==> src/rtl/core/fba_pkg.sv <==
// Shared constants, codes and types of the frame bitmap allocator.
`timescale 1ns / 1ps

package fba_pkg;

  localparam int unsigned BITMAP_WORDS  = 1024;
  localparam int unsigned BITS_PER_WORD = 32;

  localparam int unsigned WORD_AW = $clog2(BITMAP_WORDS);   // bitmap word address
  localparam int unsigned BIT_W   = $clog2(BITS_PER_WORD);  // bit within a word
  localparam int unsigned FRAME_W = 15;                     // frame number field
  localparam int unsigned LIMIT_W = 11;                     // words_in_use register
  localparam int unsigned FUNC_W  = 2;
  localparam int unsigned PADDR_W = 3;
  localparam int unsigned PDATA_W = 32;
  localparam int unsigned HWORD_W = FRAME_W - BIT_W;        // word index taken from a frame

  localparam logic [LIMIT_W-1:0] WORDS_IN_USE_RST = LIMIT_W'(1024);

  // Operation codes
  localparam logic [FUNC_W-1:0] FUNC_MARK_USED = 2'd0;
  localparam logic [FUNC_W-1:0] FUNC_MARK_FREE = 2'd1;
  localparam logic [FUNC_W-1:0] FUNC_TEST      = 2'd2;
  localparam logic [FUNC_W-1:0] FUNC_ALLOC     = 2'd3;

  // Register index
  localparam logic REG_WORDS_IN_USE = 1'b0;

  typedef struct packed {
    logic                     we;
    logic [WORD_AW-1:0]       waddr;
    logic [BITS_PER_WORD-1:0] wdata;
    logic                     re;
    logic [WORD_AW-1:0]       raddr;
  } ram_req_t;

  typedef struct packed {
    logic               done;
    logic               ok;
    logic [FRAME_W-1:0] frame;
    logic               was_used;
  } result_t;

endpackage

==> src/rtl/core/fba_lzb.sv <==
// Lowest clear bit finder over one bitmap word.
`timescale 1ns / 1ps

module fba_lzb (
  input  logic [fba_pkg::BITS_PER_WORD-1:0] word_i,
  output logic                              found_o,
  output logic [fba_pkg::BIT_W-1:0]         idx_o
);

  always_comb begin
    idx_o = '0;
    // walk downwards so the lowest clear bit wins
    for (int i = fba_pkg::BITS_PER_WORD - 1; i >= 0; i--) begin
      if (!word_i[i]) begin
        idx_o = fba_pkg::BIT_W'(i);
      end
    end
  end

  assign found_o = ~&word_i;

endmodule

==> src/rtl/core/fba_engine.sv <==
// Request sequencer: clearing pass, read-modify-write or test read, and allocate scan.
`timescale 1ns / 1ps

module fba_engine (
  input  logic                                clk_i,
  input  logic                                rst_ni,
  input  logic                                start_i,
  input  logic [fba_pkg::FUNC_W-1:0]          func_i,
  input  logic [fba_pkg::FRAME_W-1:0]         frame_number_i,
  input  logic [fba_pkg::FRAME_W-1:0]         hint_frame_i,
  input  logic [fba_pkg::LIMIT_W-1:0]         words_in_use_i,
  output logic                                busy_o,
  output fba_pkg::ram_req_t                   ram_req_o,
  input  logic [fba_pkg::BITS_PER_WORD-1:0]   ram_rdata_i,
  output fba_pkg::result_t                    res_o
);

  localparam logic [1:0] ST_CLEAR = 2'd0;
  localparam logic [1:0] ST_IDLE  = 2'd1;
  localparam logic [1:0] ST_RD    = 2'd2;
  localparam logic [1:0] ST_SCAN  = 2'd3;

  localparam int unsigned AW = fba_pkg::WORD_AW;
  localparam int unsigned LW = fba_pkg::LIMIT_W;
  localparam int unsigned DW = fba_pkg::BITS_PER_WORD;
  localparam int unsigned BW = fba_pkg::BIT_W;

  logic [1:0]                  state_q, state_d;
  logic [AW-1:0]               clr_q, clr_d;
  logic [fba_pkg::FUNC_W-1:0]  func_q, func_d;
  logic [AW-1:0]               word_q, word_d;
  logic [BW-1:0]               bit_q, bit_d;
  logic [LW-1:0]               iss_q, iss_d;        // next word to read
  logic [LW-1:0]               end_q, end_d;        // end of the current pass
  logic                        wrap_q, wrap_d;      // wrap pass still pending
  logic [LW-1:0]               wrap_end_q, wrap_end_d;
  logic                        dv_q, dv_d;          // read data arrives this cycle
  logic [AW-1:0]               dw_q, dw_d;          // word the read data belongs to
  fba_pkg::result_t            res_q, res_d;

  logic [LW-1:0]               limit;
  logic [LW-1:0]               hw;
  logic [DW-1:0]               mask;
  logic                        lzb_found;
  logic [BW-1:0]               lzb_idx;

  fba_lzb u_lzb (
    .word_i  (ram_rdata_i),
    .found_o (lzb_found),
    .idx_o   (lzb_idx)
  );

  assign limit = (words_in_use_i >= LW'(fba_pkg::BITMAP_WORDS)) ?
                 LW'(fba_pkg::BITMAP_WORDS) : words_in_use_i;
  assign hw    = LW'(hint_frame_i[fba_pkg::FRAME_W-1:BW]);
  assign mask  = DW'(1) << bit_q;

  always_comb begin
    state_d    = state_q;
    clr_d      = clr_q;
    func_d     = func_q;
    word_d     = word_q;
    bit_d      = bit_q;
    iss_d      = iss_q;
    end_d      = end_q;
    wrap_d     = wrap_q;
    wrap_end_d = wrap_end_q;
    dv_d       = 1'b0;
    dw_d       = dw_q;
    res_d      = res_q;
    res_d.done = 1'b0;
    ram_req_o  = '0;

    case (state_q)
      ST_CLEAR: begin
        ram_req_o.we    = 1'b1;
        ram_req_o.waddr = clr_q;
        ram_req_o.wdata = '1;
        clr_d           = clr_q + AW'(1);
        if (clr_q == AW'(fba_pkg::BITMAP_WORDS - 1)) begin
          state_d = ST_IDLE;
        end
      end
      ST_IDLE: begin
        if (start_i) begin
          func_d = func_i;
          word_d = AW'(frame_number_i[fba_pkg::FRAME_W-1:BW]);
          bit_d  = frame_number_i[BW-1:0];
          if (func_i == fba_pkg::FUNC_ALLOC) begin
            iss_d      = hw;
            end_d      = limit;
            wrap_d     = (hw != '0);
            wrap_end_d = (hw < limit) ? hw : limit;
            state_d    = ST_SCAN;
          end else begin
            ram_req_o.re    = 1'b1;
            ram_req_o.raddr = AW'(frame_number_i[fba_pkg::FRAME_W-1:BW]);
            state_d         = ST_RD;
          end
        end
      end
      ST_RD: begin
        res_d.done     = 1'b1;
        res_d.ok       = 1'b1;
        res_d.frame    = '0;
        res_d.was_used = 1'b0;
        ram_req_o.waddr = word_q;
        if (func_q == fba_pkg::FUNC_MARK_USED) begin
          ram_req_o.we    = 1'b1;
          ram_req_o.wdata = ram_rdata_i | mask;
        end else if (func_q == fba_pkg::FUNC_MARK_FREE) begin
          ram_req_o.we    = 1'b1;
          ram_req_o.wdata = ram_rdata_i & ~mask;
        end else begin
          res_d.was_used = ram_rdata_i[bit_q];
        end
        state_d = ST_IDLE;
      end
      ST_SCAN: begin
        if (dv_q && lzb_found) begin
          // first word with room: claim its lowest clear bit
          ram_req_o.we    = 1'b1;
          ram_req_o.waddr = dw_q;
          ram_req_o.wdata = ram_rdata_i | (DW'(1) << lzb_idx);
          res_d.done      = 1'b1;
          res_d.ok        = 1'b1;
          res_d.frame     = fba_pkg::FRAME_W'({dw_q, lzb_idx});
          res_d.was_used  = 1'b0;
          state_d         = ST_IDLE;
        end else if (iss_q < end_q) begin
          ram_req_o.re    = 1'b1;
          ram_req_o.raddr = iss_q[AW-1:0];
          iss_d           = iss_q + LW'(1);
          dv_d            = 1'b1;
          dw_d            = iss_q[AW-1:0];
        end else if (wrap_q) begin
          iss_d  = '0;
          end_d  = wrap_end_q;
          wrap_d = 1'b0;
        end else begin
          res_d.done     = 1'b1;
          res_d.ok       = 1'b0;
          res_d.frame    = '0;
          res_d.was_used = 1'b0;
          state_d        = ST_IDLE;
        end
      end
      default: begin
        state_d = ST_IDLE;
      end
    endcase
  end

  always_ff @(posedge clk_i or negedge rst_ni) begin
    if (!rst_ni) begin
      state_q <= ST_CLEAR;
      clr_q   <= '0;
      dv_q    <= 1'b0;
      res_q   <= '0;
    end else begin
      state_q <= state_d;
      clr_q   <= clr_d;
      dv_q    <= dv_d;
      res_q   <= res_d;
    end
  end

  always_ff @(posedge clk_i) begin
    func_q         <= func_d;
    word_q         <= word_d;
    bit_q          <= bit_d;
    iss_q          <= iss_d;
    end_q          <= end_d;
    wrap_q         <= wrap_d;
    wrap_end_q     <= wrap_end_d;
    dw_q           <= dw_d;
  end

  assign busy_o = (state_q != ST_IDLE);
  assign res_o  = res_q;

endmodule

==> config.mk <==
export PLATFORM = sky130hd
export DESIGN_NAME = fba_engine
export DESIGN_NICKNAME = d
export VERILOG_FILES = /design/src/rtl/core/fba_pkg.sv /design/src/rtl/core/fba_lzb.sv /design/src/rtl/core/fba_engine.sv
export SDC_FILE = /design/constraint.sdc
export NUM_CORES = 1
export LEC_CHECK = 0
export BUFFER_PORTS_ARGS = -buffer_cell sky130_fd_sc_hd__buf_2
export CORE_UTILIZATION = 30
export CTS_BUF_LIST = sky130_fd_sc_hd__clkbuf_8
export DETAILED_ROUTE_END_ITERATION = 10
export SLEW_MARGIN = 20
export SYNTH_ARGS = -nofsm -noshare
export SYNTH_HDL_FRONTEND = slang
export SYNTH_SLANG_ARGS = --single-unit
==> constraint.sdc <==
create_clock -name clk_i -period 6.9 [get_ports clk_i]
set_input_delay 1.725 -clock clk_i [delete_from_list [all_inputs] [get_ports clk_i]]
set_output_delay 1.725 -clock clk_i [all_outputs]
set_load 0.02 [all_outputs]
==> flow_summary.json <==
{
  "placed_cell_area_um2": 7740,
  "cp_max_fo": 13,
  "min_period_ns": 5.84,
  "htreeDepth": 3,
  "cp_data_required_time_ns": 5.18,
  "synth.distinct_cells": 63,
  "syn_inst": 798,
  "yosysTopAreaCell": "edfxtp_1",
  "grt_pass1_vias": 6229,
  "clk_latency_ns": 0.38,
  "synth_warnings": 0,
  "r2r_cells": 4,
  "drt-wirelength-per-cell_um": 18.7,
  "setup_viol": 0,
  "p_sw_mw": 1.57,
  "pwr-share-clk": 0.122,
  "path_class": "input port to output pin",
  "hpwl_um": 16500,
  "clkTransAtPathRegs_ns": 0.10,
  "rows": 54,
  "startpoint": "ram_rdata_i[23]",
  "drtAntennaViolNets": 0,
  "vias": 6816,
  "maxCapViolations": 0,
  "totalWireLength_um": 22200,
  "n_fill_cell": 2305,
  "cts_tree": "yes",
  "r2r-start": "state_q[1]",
  "setup_tns_ns": 0,
  "p_leak_nw": 3.19,
  "hp-start": "dw_q[0]",
  "drc": 0,
  "tightest_slew_ns": 1.08,
  "antenna_found_initial": 0,
  "dp.cells": 1174,
  "grt_overflow": 0,
  "path_cells": "buf_2 -> nand4_1 -> nor4_2 -> a21boi_1 -> nor2_1 -> and2_1 -> a22o_1 -> buf_2",
  "cp.arrival_ns": 4.12,
  "start_kind": "input port",
  "gp_congestion": 0.905,
  "synth_seq_cells": 92,
  "die_w_um": 153,
  "fmax_mhz": 171,
  "drive_above_1_share": 0.211,
  "crit_path_max_incr_delay_ns": 0.69,
  "finalHoldViolations": 0,
  "die-area_um2": 23400,
  "num_antenna_cells": 0,
  "ios": 151,
  "syn-num-nets": 897,
  "holdBufCountCts": 0,
  "rsz0062_at_grt": "false",
  "ys_seq_area_frac": 0.381,
  "fin_cells": 1191,
  "die_h_um": 153,
  "yosysTopAreaCellShare": 0.268,
  "min_to": "res_o[6]",
  "intPower_mw": 1.61,
  "clockRootBuffer": "clkbuf_8",
  "drt-pass1-iter-count": 5,
  "r2r_slack_ns": 3.73,
  "synth.avg_cell_area_um2": 8.57,
  "fin_area_um2": 7980,
  "crit_path_end_kind": "output pin",
  "postCtsSetupBuffers": 0,
  "r2r_end": "dw_q[3]",
  "synth_common_cells": "nand2_1, o21ai_0, a21oi_1",
  "cts_buffers": 9,
  "synth_most_common_cell": "nand2_1",
  "status": "finished, final reports clean",
  "grt_util_all_layers": 0.187,
  "seqPwrFrac": 0.335,
  "finClkSkew_ns": 0.0150,
  "critical-path-slowest-cell": "nor4_2",
  "placeableCoreArea_um2": 22100,
  "via_per_inst": 5.72,
  "drt_iter0_drc": 695,
  "swShare": 0.493,
  "syn-cell-area_um2": 6840,
  "synth_ff_type": "edfxtp_1",
  "relSlewSlack": 0.277,
  "worst_hold_path.num_cells": 2,
  "grt_pass1_wl_um": 34400,
  "fin_crit_sh": 0.847,
  "comb_power_share": 0.544,
  "fin_nets": 1005,
  "clock_path_buffers": 2,
  "numPortBuffers": 145,
  "cts.sinks": 92,
  "synth_area_leaders": "edfxtp_1, dfrtp_1, o21ai_0",
  "hold_path_class": "register to register",
  "synth-edff-count": 61,
  "slew_viol_final": 0,
  "grt_max_degree": 60,
  "cts_resized": 0,
  "power.density_nw_per_um2": 398,
  "area_delta_synth_final_pct": 16.8,
  "crit_buf_inv": 2,
  "path_common_cell": "buf_2",
  "start_util": 0.309,
  "worst_ir_drop_vdd_uv": 179,
  "cp_top_family": "simple AND/OR/NAND/NOR gates",
  "asyncSetResetFlopFracSynth": 0.337
}
-- cells in the final DEF, fill, tap and decap left out, drive strengths merged, types with 11 or more instances in the layout --
cell type | synthesis | final
o22ai | 27 | 27
mux2i | 11 | 11
dfrtp | 31 | 31
inv | 30 | 34
nor2 | 35 | 35
xnor2 | 11 | 11
o21ai | 99 | 99
o221ai | 12 | 12
nand4 | 18 | 18
ha | 21 | 21
o31ai | 12 | 12
nor2b | 13 | 13
and2 | 12 | 12
edfxtp | 61 | 61
buf | 18 | 152
nand2b | 17 | 17
a21oi | 75 | 75
nand3 | 51 | 51
nand2 | 102 | 102
-- area by class of cell --
class                      instances  area, um^2  area share
multi-input combinational        620        3910       0.489
sequential                        92        2610       0.327
timing repair buffer             152         798       0.100
tap                              280         350      0.0439
clock buffer                       9         124      0.0155
inverter                          31         116      0.0146
clock inverter                     7        80.1      0.0100
-- per-layer routing --
metal	vias to the layer above	global-route usage	share of wire
li1	3209	-	-
met1	3260	0.260	0.45
met2	318	0.294	0.46
met3	29	0.0354	0.070
met4	0	0.0568	0.016
met5	-	0	0
-- how the worst max path moves through the flow --
stage                         endpoint  slack (ns)  cells past startpoint
final                     ram_req_o[5]        1.06                      8
after global routing      ram_req_o[5]        0.91                      8
after CTS                 ram_req_o[5]        1.09                      8
after detailed placement  ram_req_o[5]        1.11                      8
after global placement    ram_req_o[5]        1.14                      8
after floorplan           ram_req_o[0]        1.77                      8
-- power groups by stage --
stage	clock (mW)	sequential, mW	combinational (mW)
global placement	0	1.07	1.68
global route	0.420	1.10	1.87
CTS	0.399	1.06	1.70
finish	0.387	1.06	1.73
floorplan	0	1.00	1.20
detailed placement	0	1.08	1.70
-- through the flow --
stage / hold slack [ns] / utilization / total power, mW / worst slack, ns
2_1_floorplan: 0.445 / - / 2.20 / 1.77
3_3_place_gp: 0.467 / 0.350 / 2.75 / 1.14
3_5_place_dp: 0.471 / 0.350 / 2.78 / 1.11
4_1_cts: 0.494 / 0.359 / 3.17 / 1.09
5_1_grt: 0.519 / 0.361 / 3.38 / 0.910
6_report: 0.494 / 0.361 / 3.18 / 1.06
-- registers in the layout, indices dropped and copies added (netlist names) --
signal,cells
res_o,18
end_q,11
iss_q,11
wrap_end_q,11
clr_q,10
dw_q,10
word_q,10
bit_q,5
func_q,2
state_q,2
dv_q,1
wrap_q,1
-- worst register-to-register path, stage by stage (launching register included) --
cell and delay [ns]:
dfrtp_2 1.10, nand2_1 0.73, nor2_1 0.29, and2_1 0.49, buf_4 0.28
-- kinds of logic after synthesis --
family / after synthesis / synth area share
AO/OA/AOI/OAI: 281 / 0.254
AND/OR/NAND/NOR: 277 / 0.197
flip-flops: 92 / 0.381
buffers and inverters: 86 / 0.0531
multiplexers: 22 / 0.0523
adder cells (fa/ha/maj): 21 / 0.0384
XOR/XNOR: 18 / 0.0231
other: 1 / 0.000549
Power figures use the tool's default switching activity.
